--- config.mk ---
export PLATFORM = sky130hd
export DESIGN_NAME = sorted_wakeup_timer_queue_top
export DESIGN_NICKNAME = d
export VERILOG_FILES = /design/src/sv/swtq_pkg.sv /design/src/sv/swtq_entry_ram.sv /design/src/sv/swtq_alu.sv /design/src/sv/sorted_wakeup_timer_queue_top.sv
export SDC_FILE = /design/constraint.sdc
export NUM_CORES = 2
export LEC_CHECK = 0
export BUFFER_PORTS_ARGS = -buffer_cell sky130_fd_sc_hd__buf_2
export CAP_MARGIN = 10
export CORE_MARGIN = 8
export CORE_UTILIZATION = 60
export DETAILED_ROUTE_END_ITERATION = 12
export PLACE_DENSITY = 0.75
export SYNTH_ARGS = -nofsm -noshare
export SYNTH_HDL_FRONTEND = slang
export SYNTH_SLANG_ARGS = --single-unit
--- constraint.sdc ---
create_clock -name i_clk -period 8 [get_ports i_clk]
set_input_delay 1.6 -clock i_clk [delete_from_list [all_inputs] [get_ports i_clk]]
set_output_delay 1.6 -clock i_clk [all_outputs]
set_load 0.005 [all_outputs]
--- src/sv/swtq_pkg.sv ---
`default_nettype none

package swtq_pkg;

    // fixed field widths of the stream payloads
    localparam int TICK_W      = 64;
    localparam int DUR_W       = 32;
    localparam int PRIO_W      = 6;
    localparam int IN_ID_W     = 8;
    localparam int OUT_ID_W    = 8;

    // slave-side tdata layout, lowest bit first
    localparam int IN_ID_LSB   = 0;
    localparam int DUR_LSB     = 8;
    localparam int PRIO_LSB    = 40;
    localparam int IN_TDATA_W  = 48;
    localparam int OUT_TDATA_W = 8;

    // tuser codes
    localparam logic ACT_SLEEP   = 1'b0;
    localparam logic ACT_TICK    = 1'b1;
    localparam logic KIND_WOKEN  = 1'b0;
    localparam logic KIND_REJECT = 1'b1;

    typedef enum logic [2:0] {
        ST_IDLE,
        ST_INS_RD,
        ST_INS_CMP,
        ST_TICK_RD,
        ST_TICK_CMP,
        ST_TICK_FIN
    } t_state;

    typedef enum logic [1:0] {
        ALU_ADD,
        ALU_BEFORE,
        ALU_DUE
    } t_alu_op;

    typedef struct packed {
        t_alu_op             op;
        logic [TICK_W-1:0]   a;
        logic [TICK_W-1:0]   b;
        logic [PRIO_W-1:0]   pa;
        logic [PRIO_W-1:0]   pb;
    } t_alu_req;

    typedef struct packed {
        logic [TICK_W-1:0]   sum;
        logic                flag;
    } t_alu_rsp;

endpackage

`default_nettype wire

--- src/sv/swtq_entry_ram.sv ---
`default_nettype none

module swtq_entry_ram #(
    parameter int DEPTH  = 16,
    parameter int ADDR_W = $clog2(DEPTH),
    parameter int DATA_W = 78
) (
    input  wire logic              i_clk,
    input  wire logic              i_we,
    input  wire logic [ADDR_W-1:0] i_waddr,
    input  wire logic [DATA_W-1:0] i_wdata,
    input  wire logic              i_re,
    input  wire logic [ADDR_W-1:0] i_raddr,
    output logic      [DATA_W-1:0] o_rdata
);

    logic [DATA_W-1:0] r_mem [DEPTH];
    logic [DATA_W-1:0] r_rdata;

    always_ff @(posedge i_clk) begin
        if (i_we) begin
            r_mem[i_waddr] <= i_wdata;
        end
    end

    // read data holds until the next read
    always_ff @(posedge i_clk) begin
        if (i_re) begin
            r_rdata <= r_mem[i_raddr];
        end
    end

    assign o_rdata = r_rdata;

endmodule

`default_nettype wire

--- src/sv/swtq_alu.sv ---
`default_nettype none

module swtq_alu (
    input  wire swtq_pkg::t_alu_req i_req,
    output swtq_pkg::t_alu_rsp      o_rsp
);

    logic [swtq_pkg::TICK_W-1:0] w_b_eff;
    logic                        w_cin;
    logic [swtq_pkg::TICK_W:0]   w_full;
    logic                        w_lt;
    logic                        w_eq;

    // one adder: a + b, or a - b for the compares
    always_comb begin
        w_b_eff = i_req.b;
        w_cin   = 1'b0;
        if (i_req.op != swtq_pkg::ALU_ADD) begin
            w_b_eff = ~i_req.b;
            w_cin   = 1'b1;
        end
        w_full = {1'b0, i_req.a} + {1'b0, w_b_eff} + {{swtq_pkg::TICK_W{1'b0}}, w_cin};
        w_lt   = ~w_full[swtq_pkg::TICK_W];
        w_eq   = (w_full[swtq_pkg::TICK_W-1:0] == '0);
    end

    always_comb begin
        o_rsp.sum = w_full[swtq_pkg::TICK_W-1:0];
        unique case (i_req.op)
            swtq_pkg::ALU_ADD:    o_rsp.flag = 1'b0;
            swtq_pkg::ALU_BEFORE: o_rsp.flag = w_eq ? (i_req.pa > i_req.pb) : w_lt;
            swtq_pkg::ALU_DUE:    o_rsp.flag = w_lt | w_eq;
            default:              o_rsp.flag = 1'b0;
        endcase
    end

endmodule

`default_nettype wire

--- src/sv/sorted_wakeup_timer_queue_top.sv ---
// channel   dir  fields (tdata low bit first)                      tuser        tlast
// s side    in   thread_id[7:0] sleep_ticks[39:8] prio[45:40] pad  action       -
// m side    out  woken_id[7:0]                                     event_kind   last
//
// sleep with zero duration: accepted and dropped, no result
// insert: walks tail to head, moving later entries up a slot; a full queue rejects
// tick: counter steps by one; due entries leave from the head, the last with tlast
// walks read one entry at a time through the single read port of the store
// reset clears state, counter, fill count, head and flags only; entries are not swept
// a waiting result holds the input off until it is taken; a tick walk pauses on it too
`default_nettype none

module sorted_wakeup_timer_queue_top #(
    parameter int QUEUE_DEPTH    = 16,
    parameter int THREAD_ID_BITS = 8
) (
    input  wire logic                                i_clk,
    input  wire logic                                i_rst_n,
    input  wire logic                                i_s_tvalid,
    output logic                                     o_s_tready,
    // thread_id, sleep_ticks, thread_priority, zero pad
    input  wire logic [swtq_pkg::IN_TDATA_W-1:0]     i_s_tdata,
    // action
    input  wire logic                                i_s_tuser,
    output logic                                     o_m_tvalid,
    input  wire logic                                i_m_tready,
    // woken_id
    output logic      [swtq_pkg::OUT_TDATA_W-1:0]    o_m_tdata,
    // event_kind
    output logic                                     o_m_tuser,
    output logic                                     o_m_tlast
);

    localparam int IDX_W = $clog2(QUEUE_DEPTH);
    localparam int CNT_W = $clog2(QUEUE_DEPTH + 1);
    localparam int TID_W = THREAD_ID_BITS;
    localparam int ENT_W = swtq_pkg::TICK_W + swtq_pkg::PRIO_W + TID_W;

    // queue is a ring: logical slot l lives at head + l, wrapped once
    function automatic logic [IDX_W-1:0] f_phys(input logic [IDX_W-1:0] head,
                                                input logic [CNT_W-1:0] lidx);
        logic [CNT_W:0] s;
        s = {{(CNT_W + 1 - IDX_W){1'b0}}, head} + {1'b0, lidx};
        if (s >= (CNT_W + 1)'(QUEUE_DEPTH)) begin
            s = s - (CNT_W + 1)'(QUEUE_DEPTH);
        end
        return s[IDX_W-1:0];
    endfunction

    swtq_pkg::t_state r_state, n_state;

    logic [swtq_pkg::TICK_W-1:0]   r_tick, n_tick;
    logic [CNT_W-1:0]              r_count, n_count;
    logic [IDX_W-1:0]              r_head, n_head;
    logic [CNT_W-1:0]              r_idx, n_idx;
    logic [swtq_pkg::TICK_W-1:0]   r_wake, n_wake;
    logic [swtq_pkg::PRIO_W-1:0]   r_prio, n_prio;
    logic [TID_W-1:0]              r_tid, n_tid;
    logic                          r_have, n_have;
    logic [TID_W-1:0]              r_pend_id, n_pend_id;
    logic                          r_out_valid, n_out_valid;
    logic [swtq_pkg::OUT_ID_W-1:0] r_out_id, n_out_id;
    logic                          r_out_kind, n_out_kind;
    logic                          r_out_last, n_out_last;

    // input fields
    logic [swtq_pkg::IN_ID_W-1:0]  w_id8;
    logic [swtq_pkg::DUR_W-1:0]    w_dur;
    logic [swtq_pkg::PRIO_W-1:0]   w_prio;
    logic [TID_W+7:0]              w_id_ext;
    logic [TID_W-1:0]              w_tid;
    logic [TID_W+7:0]              w_rej_ext;
    logic [TID_W+7:0]              w_pend_ext;

    // entry store
    logic                          w_we;
    logic                          w_re;
    logic [IDX_W-1:0]              w_waddr;
    logic [IDX_W-1:0]              w_raddr;
    logic [ENT_W-1:0]              w_wdata;
    logic [ENT_W-1:0]              w_rdata;
    logic [swtq_pkg::TICK_W-1:0]   w_rd_wake;
    logic [swtq_pkg::PRIO_W-1:0]   w_rd_prio;
    logic [TID_W-1:0]              w_rd_tid;

    swtq_pkg::t_alu_req            w_alu_req;
    swtq_pkg::t_alu_rsp            w_alu_rsp;

    logic                          w_out_free;
    logic                          w_in_acc;
    logic                          w_full;

    assign w_id8  = i_s_tdata[swtq_pkg::IN_ID_LSB +: swtq_pkg::IN_ID_W];
    assign w_dur  = i_s_tdata[swtq_pkg::DUR_LSB +: swtq_pkg::DUR_W];
    assign w_prio = i_s_tdata[swtq_pkg::PRIO_LSB +: swtq_pkg::PRIO_W];

    // identifier kept in its low TID_W bits, reported in 8 bits
    assign w_id_ext   = {{TID_W{1'b0}}, w_id8};
    assign w_tid      = w_id_ext[TID_W-1:0];
    assign w_rej_ext  = {8'b0, w_tid};
    assign w_pend_ext = {8'b0, r_pend_id};

    assign w_rd_wake = w_rdata[ENT_W-1 -: swtq_pkg::TICK_W];
    assign w_rd_prio = w_rdata[TID_W +: swtq_pkg::PRIO_W];
    assign w_rd_tid  = w_rdata[TID_W-1:0];

    assign w_out_free = !r_out_valid || i_m_tready;
    assign o_s_tready = (r_state == swtq_pkg::ST_IDLE) && w_out_free;
    assign w_in_acc   = i_s_tvalid && o_s_tready;
    assign w_full     = (r_count == CNT_W'(QUEUE_DEPTH));

    // writes always land at logical slot r_idx
    assign w_waddr = f_phys(r_head, r_idx);

    swtq_entry_ram #(
        .DEPTH  (QUEUE_DEPTH),
        .ADDR_W (IDX_W),
        .DATA_W (ENT_W)
    ) u_ram (
        .i_clk   (i_clk),
        .i_we    (w_we),
        .i_waddr (w_waddr),
        .i_wdata (w_wdata),
        .i_re    (w_re),
        .i_raddr (w_raddr),
        .o_rdata (w_rdata)
    );

    // operand select for the shared adder / comparator
    always_comb begin
        w_alu_req.pa = r_prio;
        w_alu_req.pb = w_rd_prio;
        unique case (r_state)
            swtq_pkg::ST_INS_CMP: begin
                w_alu_req.op = swtq_pkg::ALU_BEFORE;
                w_alu_req.a  = r_wake;
                w_alu_req.b  = w_rd_wake;
            end
            swtq_pkg::ST_TICK_CMP: begin
                w_alu_req.op = swtq_pkg::ALU_DUE;
                w_alu_req.a  = w_rd_wake;
                w_alu_req.b  = r_tick;
            end
            default: begin
                // tick increment or wake time of a new sleeper
                w_alu_req.op = swtq_pkg::ALU_ADD;
                w_alu_req.a  = r_tick;
                w_alu_req.b  = (i_s_tuser == swtq_pkg::ACT_TICK) ?
                               swtq_pkg::TICK_W'(1) :
                               {{(swtq_pkg::TICK_W - swtq_pkg::DUR_W){1'b0}}, w_dur};
            end
        endcase
    end

    swtq_alu u_alu (
        .i_req (w_alu_req),
        .o_rsp (w_alu_rsp)
    );

    // sequencer
    always_comb begin
        n_state     = r_state;
        n_tick      = r_tick;
        n_count     = r_count;
        n_head      = r_head;
        n_idx       = r_idx;
        n_wake      = r_wake;
        n_prio      = r_prio;
        n_tid       = r_tid;
        n_have      = r_have;
        n_pend_id   = r_pend_id;
        n_out_valid = r_out_valid && !i_m_tready;
        n_out_id    = r_out_id;
        n_out_kind  = r_out_kind;
        n_out_last  = r_out_last;
        w_we        = 1'b0;
        w_re        = 1'b0;
        w_raddr     = r_head;
        w_wdata     = {r_wake, r_prio, r_tid};

        unique case (r_state)
            swtq_pkg::ST_IDLE: begin
                if (w_in_acc) begin
                    if (i_s_tuser == swtq_pkg::ACT_TICK) begin
                        n_tick  = w_alu_rsp.sum;
                        n_have  = 1'b0;
                        n_state = swtq_pkg::ST_TICK_RD;
                    end else if (w_dur != '0) begin
                        if (w_full) begin
                            n_out_valid = 1'b1;
                            n_out_id    = w_rej_ext[7:0];
                            n_out_kind  = swtq_pkg::KIND_REJECT;
                            n_out_last  = 1'b1;
                        end else begin
                            n_wake  = w_alu_rsp.sum;
                            n_prio  = w_prio;
                            n_tid   = w_tid;
                            n_idx   = r_count;
                            n_state = swtq_pkg::ST_INS_RD;
                        end
                    end
                end
            end
            swtq_pkg::ST_INS_RD: begin
                // walk from the tail toward the head
                if (r_idx == '0) begin
                    w_we    = 1'b1;
                    n_count = r_count + CNT_W'(1);
                    n_state = swtq_pkg::ST_IDLE;
                end else begin
                    w_re    = 1'b1;
                    w_raddr = f_phys(r_head, r_idx - CNT_W'(1));
                    n_state = swtq_pkg::ST_INS_CMP;
                end
            end
            swtq_pkg::ST_INS_CMP: begin
                w_we = 1'b1;
                if (w_alu_rsp.flag) begin
                    // new entry goes ahead: move this one up a slot
                    w_wdata = w_rdata;
                    n_idx   = r_idx - CNT_W'(1);
                    n_state = swtq_pkg::ST_INS_RD;
                end else begin
                    n_count = r_count + CNT_W'(1);
                    n_state = swtq_pkg::ST_IDLE;
                end
            end
            swtq_pkg::ST_TICK_RD: begin
                if (r_count == '0) begin
                    n_state = r_have ? swtq_pkg::ST_TICK_FIN : swtq_pkg::ST_IDLE;
                end else begin
                    w_re    = 1'b1;
                    w_raddr = r_head;
                    n_state = swtq_pkg::ST_TICK_CMP;
                end
            end
            swtq_pkg::ST_TICK_CMP: begin
                if (w_alu_rsp.flag) begin
                    // head is due; the held one is not last, so send it now
                    if (!r_have || w_out_free) begin
                        if (r_have) begin
                            n_out_valid = 1'b1;
                            n_out_id    = w_pend_ext[7:0];
                            n_out_kind  = swtq_pkg::KIND_WOKEN;
                            n_out_last  = 1'b0;
                        end
                        n_pend_id = w_rd_tid;
                        n_have    = 1'b1;
                        n_head    = (r_head == IDX_W'(QUEUE_DEPTH - 1)) ?
                                    '0 : r_head + IDX_W'(1);
                        n_count   = r_count - CNT_W'(1);
                        n_state   = swtq_pkg::ST_TICK_RD;
                    end
                end else begin
                    n_state = r_have ? swtq_pkg::ST_TICK_FIN : swtq_pkg::ST_IDLE;
                end
            end
            swtq_pkg::ST_TICK_FIN: begin
                if (w_out_free) begin
                    n_out_valid = 1'b1;
                    n_out_id    = w_pend_ext[7:0];
                    n_out_kind  = swtq_pkg::KIND_WOKEN;
                    n_out_last  = 1'b1;
                    n_have      = 1'b0;
                    n_state     = swtq_pkg::ST_IDLE;
                end
            end
            default: begin
                n_state = swtq_pkg::ST_IDLE;
            end
        endcase
    end

    // control state
    always_ff @(posedge i_clk) begin
        if (!i_rst_n) begin
            r_state     <= swtq_pkg::ST_IDLE;
            r_tick      <= '0;
            r_count     <= '0;
            r_head      <= '0;
            r_have      <= 1'b0;
            r_out_valid <= 1'b0;
        end else begin
            r_state     <= n_state;
            r_tick      <= n_tick;
            r_count     <= n_count;
            r_head      <= n_head;
            r_have      <= n_have;
            r_out_valid <= n_out_valid;
        end
    end

    // payload
    always_ff @(posedge i_clk) begin
        r_idx      <= n_idx;
        r_wake     <= n_wake;
        r_prio     <= n_prio;
        r_tid      <= n_tid;
        r_pend_id  <= n_pend_id;
        r_out_id   <= n_out_id;
        r_out_kind <= n_out_kind;
        r_out_last <= n_out_last;
    end

    assign o_m_tvalid = r_out_valid;
    assign o_m_tdata  = r_out_id;
    assign o_m_tuser  = r_out_kind;
    assign o_m_tlast  = r_out_last;

endmodule

`default_nettype wire

==> metrics list <==
* Most frequently used cell type in the post-synthesis netlist: edfxtp_1
- Setup skew after layout: 0.05224 ns
* Maximum cell stage delay along the critical path: 0.87 ns
- Per-instance average area after synthesis: 15.48 um^2
- Cell row count: 121
- In the global route stage, overall resource usage came out at 26.86%.
- Power share of the combinational group: 22.6%
- For the pin with the worst max-slew slack, the measured transition is 1.320 ns.
* Via density per instance: 6.780
- The clock drives 1505 sinks.
- Placed Instances: 5599
- After legalization and detailed placement, the total HPWL measured 97.45 mm.
* Post-Synthesis Cells: 4260
* Final cycle utilization of the critical path: 93.35%
- The finished layout holds 5873 standard cells, fillers aside.
- Slew HR: 11.99%
- From synthesis to final layout, the design area changed by 11.04%.
- Input/output buffers: 62
- STA classifies the critical path startpoint as an input port.
- CP cell instances: buf_2 > nor2_1 > nand2_1 > o21ai_0 > ha_1 > a21oi_1 > o21ai_1 > a221o_1 > o21ai_0 > or3b_1 > xor2_1 > or4_1 > nor4_1 > nand3_1 > nor4_4 > mux2_4 > buf_4 > o21ai_1
* Final setup fails: 0
- Share of post-route cells with drive strength above 1: 17.84%
- Part of the total power dissipated in the clock network: 31.9%
- Number of max-capacitance violations reported: 0
* Post-Route Utilization: 67.16%
- edfxtp_1 takes more of the synthesized area than any other cell.
- Number of synthesized register bits: 1505
* Clock edge transition at the registers on the reported setup and hold paths: 0.06 ns
- The mapped netlist covers 65930 um^2.
* Leakage component of the power: 0.02469 uW
- Peak ir drop on the vdd network: 0.2068 mV
* Via count of the first global-routing pass: 39399
- Routed Antenna Nets: 0
- Register area: 44420 um^2
- The number of hold violations in the final report came to 0.
- Clock tree from TritonCTS: done
* Nets: 4472
* Count of flip-flops with a built-in enable after synthesis: 1427
- Critical Path Slowest Stage Cell: o21ai_1
- Setup bufs post-CTS: 0
* First-pass GRT wire length: 246.4 mm
- The layout has 7195 filler cells.
- Dominant register cell in the synthesized netlist: edfxtp_1
* Area after detailed placement: 68370 um^2
- Post-CTS sizing: 0
* Gp weighted congestion: 1.019
- Core ar.: 109000 um^2
- Synthesis produced a netlist with a net count of 4398.
- Die height: 347.5 um
- CTS Buf Count: 147
- Subtracting the final worst setup slack from the clock period gives 7.468 ns.
- Sw Share: 29.47%
- The floorplan step defined a die boundary enclosing 120800 um^2.
- Post-synth ARST share: 0%
- The first TritonRoute pass finished after 6 iterations.
* Register area share after synthesis: 67.36%
- Final Instance Area: 73210 um^2
- Internal portion of total power: 15200 uW
* Crit-path max FO: 24
- Overall die width: 347.5 um
- Later-pin clock latency in the skew report: 0.78 ns
- Starting density of the core: 60.49%
* Sum of overflow across all layers after global routing: 0
- The count of pins over their slew limit came to 0.
* Clock root buffer: clkbuf_16
- Worst EP required: 8.41 ns
- After detailed routing, the number of remaining DRC violations is 0.
- Fmax achieved: 133.9 MHz
- Final hold analysis gives a worst-case slack of 0.4608 ns.
- At the worst endpoint, the arrival time is 7.88 ns.
- In this run the count of I/O pins placed on the die edge is 65.
- The number of antenna violations at the first check in global routing came to 3.
- The worst setup path is captured at a flop.
* Cts-stage hold buffer count: 0
- Starting DRC count in detailed routing: 4884
- Distinct cell type count after synthesis: 80
- Sw Pwr: 6351 uW
* Pin count of the biggest net entering global routing: 130
- Run status: finished, final reports clean
- In this run the power density over the cells is 294.4 nW/um^2.
* Worst min-delay path class: flop to flop
- Setup repair after global routing left no endpoint under its margin.
- Area of combinational cells with multiple inputs: 20390 um^2
* Share of power burned in registers: 45.6%
- The detailed router placed 39819 vias in this run.
- Count of H-tree levels built during CTS: 4
* Clock Path Buffers: 3
- Largest cells by area after synthesis: edfxtp_1 (65%), mux4_2 (11%), a21oi_1 (2.9%)
- Total Power Consumption: 21550 uW
* Overall routed net length: 165.5 mm
- Sorting the synthesized cells by how often they occur yields edfxtp_1 (1427), a21oi_1 (380), mux4_2 (312), nand2_1 (272), nor2_1 (226).
- Area share of the largest cell type after synthesis: 64.99%
* Kind of critical path: input port to flop
* Syn. warnings: 0
- Wire length per cell after detailed routing: 28.18 um
-- worst max-delay path: cells and delay by family --
kind | cells | cell delay (ns)
adders and majority gates | 1 | 0.39
and+or+nand+nor | 7 | 2.81
buffers and inverters | 2 | 0.49
muxes | 1 | 0.42
xor gates and xnor gates | 1 | 0.20
AOI/OAI and AO/OA | 6 | 1.96
-- layout by cell type (no fill, tap or decap), types with 26 or more instances in the layout --
cell       Yosys  layout
xnor2_1       40      39
o21ai_0       76      76
a211oi_1      91      90
mux2_1        43      43
nor2b_1       89      89
buf_4          5     120
mux2i_1       85      83
o22ai_1      138     138
a221oi_1      26      26
o21ai_1       47      47
mux4_2       312     312
nor2_1       226     207
inv_1         72      71
nor3_1        37      35
clkinv_2       0      31
dfxtp_1       78      75
nand2b_1      30      29
a21boi_0      57      57
a21oi_1      380     378
buf_2          3      62
ha_1          81      81
clkinv_1       0      32
edfxtp_1    1427    1427
nand4_1       46      46
clkbuf_16      0     147
a22oi_1       27      27
nand2_1      272     272
-- logic make-up after synthesis --
kind of cell / synth area share, %
AOI/OAI and AO/OA: 9.293
xor gates and xnor gates: 0.8369
adders and majority gates: 1.659
buffers and inverters: 2.055
DFF: 67.36
muxes: 12.91
and+or+nand+nor: 5.888
-- registers in the layout, indices dropped and copies added, names as in the netlist, 3 cells and up --
signal and cells:
r_prio 6, u_ram.r_mem 1248, r_state 3, r_tid 8
r_pend_id 8, r_tick 64, r_head 4, r_wake 64
r_idx 5, o_m_tdata 8, r_count 5, u_ram.o_rdata 78
-- stage by stage --
stage | setup slack (ns) | TNS, ns
6_report | 0.5323 | 0
3_5_place_dp | -0.07454 | -8.621
3_3_place_gp | 0.1107 | 0
5_1_grt | 0.2301 | 0
2_1_floorplan | 0.6274 | 0
4_1_cts | 0.6646 | 0
-- layer usage --
layer	wire length, um	global-route usage [%]	up-vias
li1	-	-	17166
met1	65340	36.86	20160
met2	80540	44.23	2127
met3	14330	4.466	364
met4	5251	8.940	2
met5	13	0	-
-- path summary, 6_finish.rpt --
kind | slack, ns | cells past startpoint | start | end
min | 0.46 | 0 | u_ram.o_rdata[6] | r_pend_id[6]
max reg2reg | 0.56 | 18 | r_state[2] | u_ram.r_mem[6][61]
max | 0.53 | 18 | i_s_tuser | u_ram.r_mem[6][61]
min reg2reg | 0.46 | 0 | u_ram.o_rdata[6] | r_pend_id[6]
-- final cells by class --
class,instances,share of cell area [%]
diodes,2,0.006836
clock buffers,172,5.207
clock inverters,100,1.407
inverters,73,0.3760
multi-input cells,2410,27.84
flip-flops and latches,1505,60.68
well taps,1414,2.417
repair buffers,197,2.064
-- power groups by stage --
stage	combinational, uW	sequential, uW	clock (uW)
floorplan	3340	9870	0
global placement	4680	9950	0
detailed placement	4770	9960	0
CTS	4820	9810	6960
global route	5210	9840	7240
finish	4870	9820	6870
Power figures use the tool's default switching activity.
